<file path="config.mk">
export PLATFORM = sky130hd
export DESIGN_NAME = device_heartbeat_monitor_unit
export DESIGN_NICKNAME = d
export VERILOG_FILES = /design/src/hw/rtl/dhm_pkg.sv /design/src/hw/rtl/dhm_front.sv /design/src/hw/rtl/dhm_queue.sv /design/src/hw/rtl/dhm_back.sv /design/src/hw/rtl/device_heartbeat_monitor_unit.sv
export SDC_FILE = /design/constraint.sdc
export NUM_CORES = 2
export LEC_CHECK = 0
export ABC_AREA = 1
export BUFFER_PORTS_ARGS = -buffer_cell sky130_fd_sc_hd__buf_2
export CORE_ASPECT_RATIO = 0.7
export CORE_MARGIN = 4
export CORE_UTILIZATION = 30
export DETAILED_ROUTE_END_ITERATION = 7
export GPL_TIMING_DRIVEN = 0
export PLACE_DENSITY = 0.41
export SLEW_MARGIN = 5
export SYNTH_ARGS = -nofsm -noshare
export SYNTH_HDL_FRONTEND = slang
export SYNTH_HIERARCHICAL = 1
export SYNTH_SLANG_ARGS = --single-unit
</file>
<file path="constraint.sdc">
create_clock -name clk -period 10.3 [get_ports clk]
set_input_delay 0.515 -clock clk [delete_from_list [all_inputs] [get_ports clk]]
set_output_delay 0.515 -clock clk [all_outputs]
set_load 0.01 [all_outputs]
</file>
<file path="src/hw/rtl/dhm_pkg.sv">
`default_nettype none

package dhm_pkg;

    // number of setup registers and the default number of channels
    localparam int NUM_SETUP_REGS   = 8;
    localparam int NUM_CHANNELS_DEF = 8;
    localparam int SETUP_W          = 29;
    localparam int SETUP_IDX_W      = 3;
    localparam int QUEUE_DEPTH      = 2;

    // input word kinds
    localparam logic KIND_SCAN    = 1'b0;
    localparam logic KIND_ARRIVAL = 1'b1;

    // worst_channel code when no channel is lost
    localparam logic [3:0] NONE_CHANNEL = 4'd8;

    // setup values after reset, channel 7 disabled
    localparam logic [NUM_SETUP_REGS-1:0][SETUP_W-1:0] SETUP_RESET = {
        29'd0,
        29'd471810548,
        29'd423527400,
        29'd436224070,
        29'd469774386,
        29'd453025797,
        29'd486551582,
        29'd503328798
    };

    typedef struct packed {
        logic        kind;
        logic [2:0]  channel;
        logic [31:0] now;
        logic        data_error;
    } in_t;

    typedef struct packed {
        logic [2:0]  channel_id;
        logic        enabled;
        logic        lost;
        logic        has_error;
        logic        data_error_flag;
        logic        lost_action;
        logic        data_error_action;
        logic [31:0] period;
        logic [3:0]  worst_channel;
        logic        any_lost;
        logic        last;
    } out_t;

    // classified command handed from front to back
    typedef struct packed {
        logic        is_scan;
        logic [2:0]  channel;
        logic [31:0] now;
        logic        data_error;
    } cmd_t;

    typedef enum logic [0:0] {
        ST_IDLE,
        ST_SCAN
    } back_state_t;

    function automatic logic [11:0] setup_limit(input logic [SETUP_W-1:0] s);
        return s[11:0];
    endfunction

    function automatic logic [11:0] setup_warmup(input logic [SETUP_W-1:0] s);
        return s[23:12];
    endfunction

    function automatic logic [3:0] setup_priority(input logic [SETUP_W-1:0] s);
        return s[27:24];
    endfunction

    function automatic logic setup_enable(input logic [SETUP_W-1:0] s);
        return s[28];
    endfunction

endpackage

`default_nettype wire

</file>
<file path="src/hw/rtl/dhm_front.sv">
`default_nettype none

module dhm_front
    import dhm_pkg::*;
#(
    parameter int NCH = NUM_CHANNELS_DEF
)(
    input  wire logic in_valid,
    output logic      in_ready,
    input  wire in_t  in_word,
    input  wire logic q_full,
    output logic      q_push,
    output cmd_t      q_word
);

    logic is_scan;
    logic chan_ok;

    always_comb
    begin
        is_scan  = (in_word.kind == KIND_SCAN);
        // arrivals on channels that do not exist are dropped here
        chan_ok  = ({1'b0, in_word.channel} < 4'(NCH));
        in_ready = !q_full;
        q_push   = in_valid && !q_full && (is_scan || chan_ok);
        q_word.is_scan    = is_scan;
        q_word.channel    = in_word.channel;
        q_word.now        = in_word.now;
        q_word.data_error = in_word.data_error;
    end

endmodule

`default_nettype wire

</file>
<file path="src/hw/rtl/dhm_queue.sv">
`default_nettype none

module dhm_queue
    import dhm_pkg::*;
(
    input  wire logic clk,
    input  wire logic rst_n,
    input  wire logic push,
    input  wire cmd_t push_word,
    output logic      full,
    input  wire logic pop,
    output logic      valid,
    output cmd_t      head
);

    localparam int PTR_W = (QUEUE_DEPTH > 1) ? $clog2(QUEUE_DEPTH) : 1;
    localparam int CNT_W = $clog2(QUEUE_DEPTH + 1);

    cmd_t             entry_reg [QUEUE_DEPTH];
    logic [PTR_W-1:0] wr_ptr_reg;
    logic [PTR_W-1:0] wr_ptr_next;
    logic [PTR_W-1:0] rd_ptr_reg;
    logic [PTR_W-1:0] rd_ptr_next;
    logic [CNT_W-1:0] count_reg;
    logic [CNT_W-1:0] count_next;

    always_comb
    begin
        full  = (count_reg == CNT_W'(QUEUE_DEPTH));
        valid = (count_reg != '0);
        head  = entry_reg[rd_ptr_reg];
        wr_ptr_next = wr_ptr_reg;
        rd_ptr_next = rd_ptr_reg;
        if (push)
        begin
            wr_ptr_next = (wr_ptr_reg == PTR_W'(QUEUE_DEPTH - 1)) ? '0 : wr_ptr_reg + 1'b1;
        end
        if (pop)
        begin
            rd_ptr_next = (rd_ptr_reg == PTR_W'(QUEUE_DEPTH - 1)) ? '0 : rd_ptr_reg + 1'b1;
        end
        count_next = count_reg + CNT_W'(push) - CNT_W'(pop);
    end

    always_ff @(posedge clk or negedge rst_n)
    begin
        if (!rst_n)
        begin
            wr_ptr_reg <= '0;
            rd_ptr_reg <= '0;
            count_reg  <= '0;
        end
        else
        begin
            wr_ptr_reg <= wr_ptr_next;
            rd_ptr_reg <= rd_ptr_next;
            count_reg  <= count_next;
        end
    end

    always_ff @(posedge clk)
    begin
        if (push)
        begin
            entry_reg[wr_ptr_reg] <= push_word;
        end
    end

endmodule

`default_nettype wire

</file>
<file path="src/hw/rtl/dhm_back.sv">
`default_nettype none

module dhm_back
    import dhm_pkg::*;
#(
    parameter int NCH = NUM_CHANNELS_DEF
)(
    input  wire logic                   clk,
    input  wire logic                   rst_n,
    input  wire logic                   cfg_we,
    input  wire logic [SETUP_IDX_W-1:0] cfg_index,
    input  wire logic [SETUP_W-1:0]     cfg_data,
    input  wire logic                   q_valid,
    input  wire cmd_t                   q_word,
    output logic                        q_pop,
    output logic                        out_valid,
    input  wire logic                   out_ready,
    output out_t                        out_word
);

    localparam int CIDX_W = (NCH > 1) ? $clog2(NCH) : 1;

    logic [SETUP_W-1:0] setup_reg [NUM_SETUP_REGS];

    logic [31:0] newest_reg [NCH];
    logic [31:0] prev_reg   [NCH];
    logic [31:0] online_reg [NCH];
    logic        lost_reg   [NCH];
    logic        err_reg    [NCH];
    logic        bad_reg    [NCH];

    back_state_t       state_reg;
    back_state_t       state_next;
    logic [CIDX_W-1:0] cnt_reg;
    logic [CIDX_W-1:0] cnt_next;
    logic [31:0]       now_reg;
    logic [31:0]       now_next;
    logic              have_worst_reg;
    logic              have_worst_next;
    logic [3:0]        worst_reg;
    logic [3:0]        worst_next;
    logic [3:0]        worst_pri_reg;
    logic [3:0]        worst_pri_next;
    logic              any_reg;
    logic              any_next;
    out_t              out_reg;
    out_t              out_next;
    logic              out_valid_reg;
    logic              out_valid_next;

    // write-back of the selected channel
    logic        wr_en;
    logic [31:0] newest_next;
    logic [31:0] prev_next;
    logic [31:0] online_next;
    logic        lost_next;
    logic        err_next;
    logic        bad_next;

    logic [CIDX_W-1:0]  cidx;
    logic [SETUP_W-1:0] setup;
    logic [31:0]        elapsed;
    logic [31:0]        since_online;
    logic               offline;
    logic               warming;
    logic [31:0]        period_calc;
    logic               can_emit;
    logic               take_worst;

    always_comb
    begin
        cidx = (state_reg == ST_SCAN) ? cnt_reg : q_word.channel[CIDX_W-1:0];
        setup = setup_reg[SETUP_IDX_W'(cidx)];
        elapsed      = now_reg - newest_reg[cidx];
        since_online = now_reg - online_reg[cidx];
        offline = elapsed > {20'd0, setup_limit(setup)};
        warming = since_online < {20'd0, setup_warmup(setup)};
        period_calc = (newest_reg[cidx] > prev_reg[cidx]) ?
                      newest_reg[cidx] - prev_reg[cidx] : 32'd0;
        take_worst = !have_worst_reg || (setup_priority(setup) > worst_pri_reg);
        can_emit = !out_valid_reg || out_ready;

        state_next      = state_reg;
        cnt_next        = cnt_reg;
        now_next        = now_reg;
        have_worst_next = have_worst_reg;
        worst_next      = worst_reg;
        worst_pri_next  = worst_pri_reg;
        any_next        = any_reg;
        q_pop           = 1'b0;
        wr_en           = 1'b0;
        newest_next     = newest_reg[cidx];
        prev_next       = prev_reg[cidx];
        online_next     = online_reg[cidx];
        lost_next       = lost_reg[cidx];
        err_next        = err_reg[cidx];
        bad_next        = bad_reg[cidx];
        out_next        = out_reg;
        out_valid_next  = out_valid_reg && !out_ready;

        out_next.channel_id        = 3'(cidx);
        out_next.enabled           = setup_enable(setup);
        out_next.lost_action       = 1'b0;
        out_next.data_error_action = 1'b0;
        out_next.period            = 32'd0;
        out_next.worst_channel     = NONE_CHANNEL;
        out_next.any_lost          = 1'b0;
        out_next.last              = 1'b0;

        case (state_reg)
            ST_IDLE:
            begin
                if (q_valid && can_emit)
                begin
                    q_pop = 1'b1;
                    if (q_word.is_scan)
                    begin
                        state_next      = ST_SCAN;
                        cnt_next        = '0;
                        now_next        = q_word.now;
                        have_worst_next = 1'b0;
                        worst_next      = NONE_CHANNEL;
                        worst_pri_next  = 4'd0;
                        any_next        = 1'b0;
                    end
                    else
                    begin
                        wr_en       = 1'b1;
                        prev_next   = newest_reg[cidx];
                        newest_next = q_word.now;
                        if (lost_reg[cidx])
                        begin
                            lost_next   = 1'b0;
                            online_next = q_word.now;
                        end
                        bad_next = q_word.data_error;
                        if (q_word.data_error)
                        begin
                            err_next = 1'b1;
                        end
                        out_valid_next             = 1'b1;
                        out_next.data_error_action = q_word.data_error;
                        out_next.last              = 1'b1;
                    end
                end
            end
            ST_SCAN:
            begin
                if (can_emit)
                begin
                    wr_en = 1'b1;
                    if (setup_enable(setup))
                    begin
                        if (offline)
                        begin
                            if (!err_reg[cidx])
                            begin
                                lost_next = 1'b1;
                                err_next  = 1'b1;
                            end
                            if (take_worst)
                            begin
                                have_worst_next = 1'b1;
                                worst_next      = 4'(cidx);
                                worst_pri_next  = setup_priority(setup);
                            end
                            any_next             = 1'b1;
                            out_next.lost_action = 1'b1;
                        end
                        else if (warming)
                        begin
                            lost_next = 1'b0;
                            err_next  = 1'b1;
                        end
                        else
                        begin
                            lost_next       = 1'b0;
                            err_next        = bad_reg[cidx];
                            out_next.period = period_calc;
                        end
                    end
                    out_valid_next = 1'b1;
                    if (cnt_reg == CIDX_W'(NCH - 1))
                    begin
                        state_next             = ST_IDLE;
                        out_next.last          = 1'b1;
                        out_next.worst_channel = worst_next;
                        out_next.any_lost      = any_next;
                    end
                    else
                    begin
                        cnt_next = cnt_reg + 1'b1;
                    end
                end
            end
            default:
            begin
                state_next = ST_IDLE;
            end
        endcase

        out_next.lost            = lost_next;
        out_next.has_error       = err_next;
        out_next.data_error_flag = bad_next;
        if (!(out_valid_next && !(out_valid_reg && !out_ready)))
        begin
            out_next = out_reg;
        end

        out_valid = out_valid_reg;
        out_word  = out_reg;
    end

    always_ff @(posedge clk or negedge rst_n)
    begin
        if (!rst_n)
        begin
            state_reg      <= ST_IDLE;
            cnt_reg        <= '0;
            have_worst_reg <= 1'b0;
            worst_reg      <= NONE_CHANNEL;
            worst_pri_reg  <= 4'd0;
            any_reg        <= 1'b0;
            out_valid_reg  <= 1'b0;
            for (int i = 0; i < NUM_SETUP_REGS; i++)
            begin
                setup_reg[i] <= SETUP_RESET[i];
            end
            for (int i = 0; i < NCH; i++)
            begin
                newest_reg[i] <= 32'd0;
                prev_reg[i]   <= 32'd0;
                online_reg[i] <= 32'd0;
                lost_reg[i]   <= 1'b1;
                err_reg[i]    <= 1'b1;
                bad_reg[i]    <= 1'b1;
            end
        end
        else
        begin
            state_reg      <= state_next;
            cnt_reg        <= cnt_next;
            have_worst_reg <= have_worst_next;
            worst_reg      <= worst_next;
            worst_pri_reg  <= worst_pri_next;
            any_reg        <= any_next;
            out_valid_reg  <= out_valid_next;
            if (cfg_we)
            begin
                setup_reg[cfg_index] <= cfg_data;
            end
            if (wr_en)
            begin
                newest_reg[cidx] <= newest_next;
                prev_reg[cidx]   <= prev_next;
                online_reg[cidx] <= online_next;
                lost_reg[cidx]   <= lost_next;
                err_reg[cidx]    <= err_next;
                bad_reg[cidx]    <= bad_next;
            end
        end
    end

    always_ff @(posedge clk)
    begin
        now_reg <= now_next;
        out_reg <= out_next;
    end

endmodule

`default_nettype wire

</file>
<file path="src/hw/rtl/device_heartbeat_monitor_unit.sv">
// Per-channel heartbeat watchdog. An arrival word (kind = 1) stamps its
// channel with the tick in now, ends a lost spell by restarting the warm-up
// window, latches data_error and returns one status word with last set. An
// arrival on a channel that does not exist is dropped and returns nothing. A
// scan word (kind = 0) returns one status word per channel in index order;
// each enabled channel is judged offline, warming up or healthy, and the
// last word carries the highest-priority lost channel (8 for none) and
// any_lost. Accepted words wait in a two-entry queue between the input side
// and the channel sequencer, and results leave through an output register,
// so the input keeps taking words while a result waits. Timing: the
// sequencer handles one channel per cycle against the shared per-channel
// state, and a stalled output holds the sequencer. Setup registers are
// written through cfg_we, cfg_index and cfg_data with no wait; the user must
// write them only while the block is idle, which the block does not enforce.
`default_nettype none

module device_heartbeat_monitor_unit
    import dhm_pkg::*;
#(
    parameter int NUM_CHANNELS = NUM_CHANNELS_DEF
)(
    input  wire logic                   clk,
    input  wire logic                   rst_n,
    // setup register write port
    input  wire logic                   cfg_we,
    input  wire logic [SETUP_IDX_W-1:0] cfg_index,
    input  wire logic [SETUP_W-1:0]     cfg_data,
    // input words
    input  wire logic                   in_valid,
    output logic                        in_ready,
    input  wire in_t                    in_word,
    // status words
    output logic                        out_valid,
    input  wire logic                   out_ready,
    output out_t                        out_word
);

    // only channels below the number of setup registers can exist
    localparam int NCH = (NUM_CHANNELS < NUM_SETUP_REGS) ? NUM_CHANNELS : NUM_SETUP_REGS;

    // front to queue
    logic q_push;
    cmd_t q_push_word;
    logic q_full;
    // queue to back
    logic q_pop;
    logic q_valid;
    cmd_t q_head;

    // front: takes input words and drops arrivals on missing channels
    dhm_front #(
        .NCH (NCH)
    ) u_front (
        .in_valid (in_valid),
        .in_ready (in_ready),
        .in_word  (in_word),
        .q_full   (q_full),
        .q_push   (q_push),
        .q_word   (q_push_word)
    );

    // short queue so the front keeps accepting while a scan runs
    dhm_queue u_queue (
        .clk       (clk),
        .rst_n     (rst_n),
        .push      (q_push),
        .push_word (q_push_word),
        .full      (q_full),
        .pop       (q_pop),
        .valid     (q_valid),
        .head      (q_head)
    );

    // back: channel state, setup registers, scan sequencer, output register
    dhm_back #(
        .NCH (NCH)
    ) u_back (
        .clk       (clk),
        .rst_n     (rst_n),
        .cfg_we    (cfg_we),
        .cfg_index (cfg_index),
        .cfg_data  (cfg_data),
        .q_valid   (q_valid),
        .q_word    (q_head),
        .q_pop     (q_pop),
        .out_valid (out_valid),
        .out_ready (out_ready),
        .out_word  (out_word)
    );

    // the sequencer never takes a word from an empty queue
    assert property (@(posedge clk) disable iff (!rst_n) q_pop |-> q_valid)
        else $error("queue popped while empty");

    // only the closing word of a run reports the worst channel
    assert property (@(posedge clk) disable iff (!rst_n)
        (out_valid && !out_word.last) |->
        (out_word.worst_channel == NONE_CHANNEL && !out_word.any_lost))
        else $error("worst channel reported before end of scan");

    // a data-error action only comes from an arrival, which is a single word
    assert property (@(posedge clk) disable iff (!rst_n)
        (out_valid && out_word.data_error_action) |->
        (out_word.last && !out_word.lost_action && out_word.period == 32'd0))
        else $error("data-error action on a scan word");

    // a lost action only for an enabled channel that is now marked in error
    assert property (@(posedge clk) disable iff (!rst_n)
        (out_valid && out_word.lost_action) |->
        (out_word.enabled && out_word.has_error))
        else $error("lost action on disabled or error-free channel");

endmodule

`default_nettype wire
</file>
# Word level (Yosys, flattened, before mapping)
# Memory sizes are Yosys's and may differ from the RTL's.
# Cells that the tools add are included.
# totals
n_memories	1
inputBits	74
register_bits	1122
output_inout_bits	49
ram_bits	74
word_cells	250
# op_classes
bitwise	8
n_addsub	8
order_cmp	8
eq_ne	9
mux	116
n_reduce_logical	22
# mem_list
name	words	word_bits	read_ports	rd_clocked_by_memory_dff	wr	line	source
u_queue.entry_reg	2	37	1	0	1	dhm_queue.sv:19	cmd_t entry_reg [QUEUE_DEPTH];
# op_table
op	n
$bwmux 256	3
$mux 32	17
$bmux 32 s3	3
$bwmux 232	1
$demux 32 s3	1
$sub 32x32->32	3
$bmux 29 s3	1
$demux 29 s3	1
$mux 29	3
$mux 1	51
$mux 4	12
$gt 32x12->1	1
$gt 32x32->1	1
$lt 32x12->1	1
$bwmux 8	3
$pmux 1 s2	8
$pmux 4 s2	2
$mux 3	5
$ne 2x2->1 const B	6
$reduce_and 3->1	4
$bmux 1 s3	3
$ge 4x4->1 const B	2
$lt 4x1->1 const B	2
$not 3->4	2
other kinds (19)	35

# Logic depth before layout (Yosys ltp)
# An unclocked memory read counts as a cell.
# depth
depth_word	14
ltp_mapped	46
depth_no_buf	43

# Modules after synthesis
# Netlist, hierarchy kept.
# modules_own_cells
mod	cells_per_inst	n_inst	area_per_inst_um2	seq_area_each_um2
dhm_back	6359	1	53956.7	28494.8
dhm_queue	218	1	2964.1	2322.2
dhm_front	41	1	295.3	0.0

# Worst setup path after synthesis
# OpenSTA, ideal clock, no wires.
# synth_path
path_type	reg-to-reg
from	register u_queue.rd_ptr_reg
to	register u_back.out_reg (netlist bit u_back/out_word[3]) (data pin)
setup_ps	255
required_time_ps	10045
arrival_time_ps	5190
stages_incl_launch_ff	45
synth_period_minus_slack_ps	5445
n_path_buf	5
setup_slack_ps	4855
path_cell_list	dfrtp_1 > buf_6 > buf_6 > nand2_1 > o21ai_0 > nand2_4 > nand2_4 > buf_6 > buf_6 > nor2_2 > inv_1 > clkbuf_1 > or2_2 > nand4_1 > inv_1 > ha_1 > fa_1 > inv_1 > [9 not listed] > nor3_1 > nand2_1 > o311ai_0 > o21ai_0 > nand2_1 > nor2_1 > nand2_1 > nor2_1 > nand2_1 > nor2_1 > nand3_1 > inv_1 > nand2_1 > nand3_1 > inv_1 > nand2_1 > nand3_1 > nor2_1
# synth_lines
element	line	source
from (decl)	dhm_queue.sv:22	logic [PTR_W-1:0] rd_ptr_reg;
from (signal assigned)	dhm_queue.sv:56	rd_ptr_reg <= rd_ptr_next;
to (signal assigned)	dhm_back.sv:267	out_reg <= out_next;
to (decl)	dhm_back.sv:46	out_t out_reg;

==> run metrics <==
status finished with violations; failing checks capacitance limit, slew limit; Nets 7,119; DRC 0; Ports 123; CP endpoint kind flop; CP max FO 10; multiplexer area fraction after synthesis 0%; layout cell share with drive strength beyond 1 8.55%; Post-Syn Nets 6,816; routed via count 53,300; EDFF count, synth 153; Iteration-0 DRC Markers 7,456; CTS tree yes; Pins Over Slew Limit 34; clock transition at the registers of the reported paths 0.06 ns; Simple-Gate Fraction of Synth Area 17.6%; CTS buffer count 143; Die Area 0.198 mm2; WS Path Type flop to flop; Post-Synth XOR/XNOR Area 0.689%; Avg Cell Area, Syn 8.65 um2; Place WS -1.13 ns; Initial Utilization 30.3%; Clock Latency Late Sink 0.83 ns; Worst Tran Pin Value 1.54 ns; setup bufs post-CTS 0; multi-input logic area 0.0228 mm2; final setup fails 0; num rows 133; post-synthesis compound-gate area fraction 18.8%; worst setup margin 0.134 ns; Slowest-stage cell, CP clkbuf_1; Area contributors post-synth dfrtp_1, nand2_1, o21ai_0; CP Buf/Inv Count 7; number of global-route vias before repair 50,400; post-synth top area cell dfrtp_1; RSZ-0062 raised after global routing no; Port Buffer Count 86; Hold Vio Cnt, Final 0; critical path's top delay family simple AND/OR/NAND/NOR gates; sequential cell area 0.0308 mm2; CTS sink count 1,196; largest family of logic cells by synthesized area compound AO/OA/AOI/OAI gates; Root Driver clkbuf_16; core area 0.189 mm2; initial antenna violation count 39; fill cell count 19,700; Chip Width 530 um; DRT Pass-1 Iters 6; die height 373 um; slew margin rel. -2.92%; Vias/cell 5.60; data arrival time of the critical path 10.87 ns; area grow syn2layout 16.0%; final worst path period share 98.7%; crit start category flop; number of library cell types mapped by synthesis 59; Post-Syn Area 0.0572 mm2; ys async rst share 87.2%; Crit path largest cell delay 1.14 ns; HPWL Detailed 214,000 um; H-tree depth 4; GPL Wtd Cong 0.965; Post-Synthesis Cells 6,618; min-delay worst type primary input to flop; fin crit period 10.17 ns; most used cell, CP nand2_1; top_reg_cell synth dfrtp_1; grt ovf 0; GRT Total Usage 28.9%; pin count of the biggest net entering global routing 139; Yosys reg bits 1,196; register area share after synthesis 53.9%; post-route ant nets 0; final WL 292,000 um; max cap viols 4; Post-Route Skew 0.0945 ns; synth warn 6; Synth Area in Adders 2.75%; top-area cell type share of the netlist area 41.3%; first-pass GRT wire length 405,000 um; CTS Buffer Depth 4; drt wl/cell 30.7 um; FMAX 98.4 MHz; CP required 11.01 ns
-- cell usage in the layout, fill, tap and decap left out, types with 9 or more instances in the layout --
| cell | count |
|---|---|
| xor2_1 | 36 |
| nand2_1 | 1850 |
| o21a_1 | 20 |
| nand3_1 | 168 |
| dfstp_2 | 98 |
| buf_1 | 29 |
| clkinv_2 | 11 |
| o21ai_1 | 39 |
| inv_1 | 484 |
| a221oi_1 | 83 |
| nor3_1 | 35 |
| nand4_1 | 97 |
| a31oi_1 | 18 |
| nand2_2 | 13 |
| o22ai_1 | 35 |
| clkbuf_8 | 28 |
| a22oi_1 | 197 |
| xnor2_1 | 9 |
| or2_2 | 11 |
| nor2_1 | 227 |
| o21ai_0 | 1188 |
| edfxtp_1 | 153 |
| clkbuf_2 | 29 |
| dfrtp_1 | 945 |
| diode_2 | 10 |
| buf_4 | 55 |
| dlygate4sd3_1 | 49 |
| buf_2 | 105 |
| nor2_2 | 24 |
| clkbuf_1 | 298 |
| nand3b_1 | 12 |
| a21oi_1 | 201 |
| ha_1 | 121 |
| buf_6 | 9 |
| a22o_1 | 68 |
| clkbuf_16 | 147 |
-- metal layers --
metal / vias up / part of all wire [%] / global-route usage (%)
met1: 27300 / 47 / 44.6
li1: 23000 / - / -
met4: 8 / 3.1 / 7.88
met5: - / 0.019 / 0
met2: 2698 / 38 / 38.2
met3: 396 / 11 / 8.78
-- cells by family (layout without fill, tap and decap cells) --
kind of cell | count (synthesis) | after routing
other | 0 | 10
buffers and inverters | 894 | 1295
adders and majority gates | 124 | 124
and+or+nand+nor | 2468 | 2468
AOI/OAI and AO/OA | 1891 | 1891
xor gates and xnor gates | 45 | 45
DFF | 1196 | 1196
-- layout make-up --
cell class	count	area share, %
Antenna cell	10	0.0377
Buffer	400	2.81
Clock buffer	216	6.36
Clock inverter	27	0.405
Inverter	492	2.78
Multi-Input combinational cell	4528	34.4
Sequential cell	1196	46.4
Tap cell	2497	4.71
Timing Repair Buffer	160	2.04
-- stage by stage --
step / TNS [ns] / util (%) / cells / area [um2] / hold WS (ns)
6_report: 0 / 35.2 / 9526 / 66300 / 0.0699
2_1_floorplan: 0 / - / 6618 / 57200 / 0.219
4_1_cts: 0 / 35.1 / 9515 / 66300 / 0.0227
5_1_grt: 0 / 35.1 / 9516 / 66300 / 0.0745
3_5_place_dp: -36.98 / 32.5 / 9224 / 61200 / 0.458
3_3_place_gp: - / 32.2 / 9201 / 60800 / 0.454
-- final timing paths --
check / slack (ns) / endpoint / from / cells after the start
worst min register to register: 0.47 / u_back/bad_reg[5] / u_back/bad_reg[5] / 2
worst min-delay path: 0.07 / u_back/setup_reg[13] / cfg_data[13] / 3
worst max-delay path: 0.13 / u_back/worst_pri_reg[0] / u_queue/rd_ptr_reg / 42
max in group asynchronous: 7.36 / u_back/prev_reg[158] / rst_n / 6
worst max register to register: 0.13 / u_back/worst_pri_reg[0] / u_queue/rd_ptr_reg / 42
min in group asynchronous: 0.46 / u_back/online_reg[82] / rst_n / 3
-- worst reg2reg max path: cells and delay by family, from the launching register on --
family,cells,cell delay [ns]
compound gates,7,1.63
xor+xnor,1,0.60
flops,1,0.40
simple gates,25,4.50
fa+ha+maj,2,0.61
buf+inv,7,2.32
-- cells in the mapped netlist (45+ instances only) --
| cell | n |
|---|---|
| nand2_1 | 1850 |
| o21ai_0 | 1210 |
| dfrtp_1 | 945 |
| inv_1 | 485 |
| clkbuf_1 | 285 |
| nor2_1 | 231 |
| a21oi_1 | 201 |
| a22oi_1 | 197 |
| nand3_1 | 168 |
| edfxtp_1 | 153 |
| ha_1 | 121 |
| dfstp_2 | 98 |
| nand4_1 | 97 |
| a221oi_1 | 83 |
| a22o_1 | 68 |
| buf_1 | 54 |
| buf_4 | 45 |
-- repair_timing --
action | in CTS | in global routing
gates resized for setup | 18 | 20
hold buffers | 49 | 0
setup endpoints to repair | 66 | 52
endpoints found under the hold margin | 205 | 0
Power is left out: the tool's default activity adds up to more than one toggle a clock period on the data nets, which glitch-free logic cannot reach.
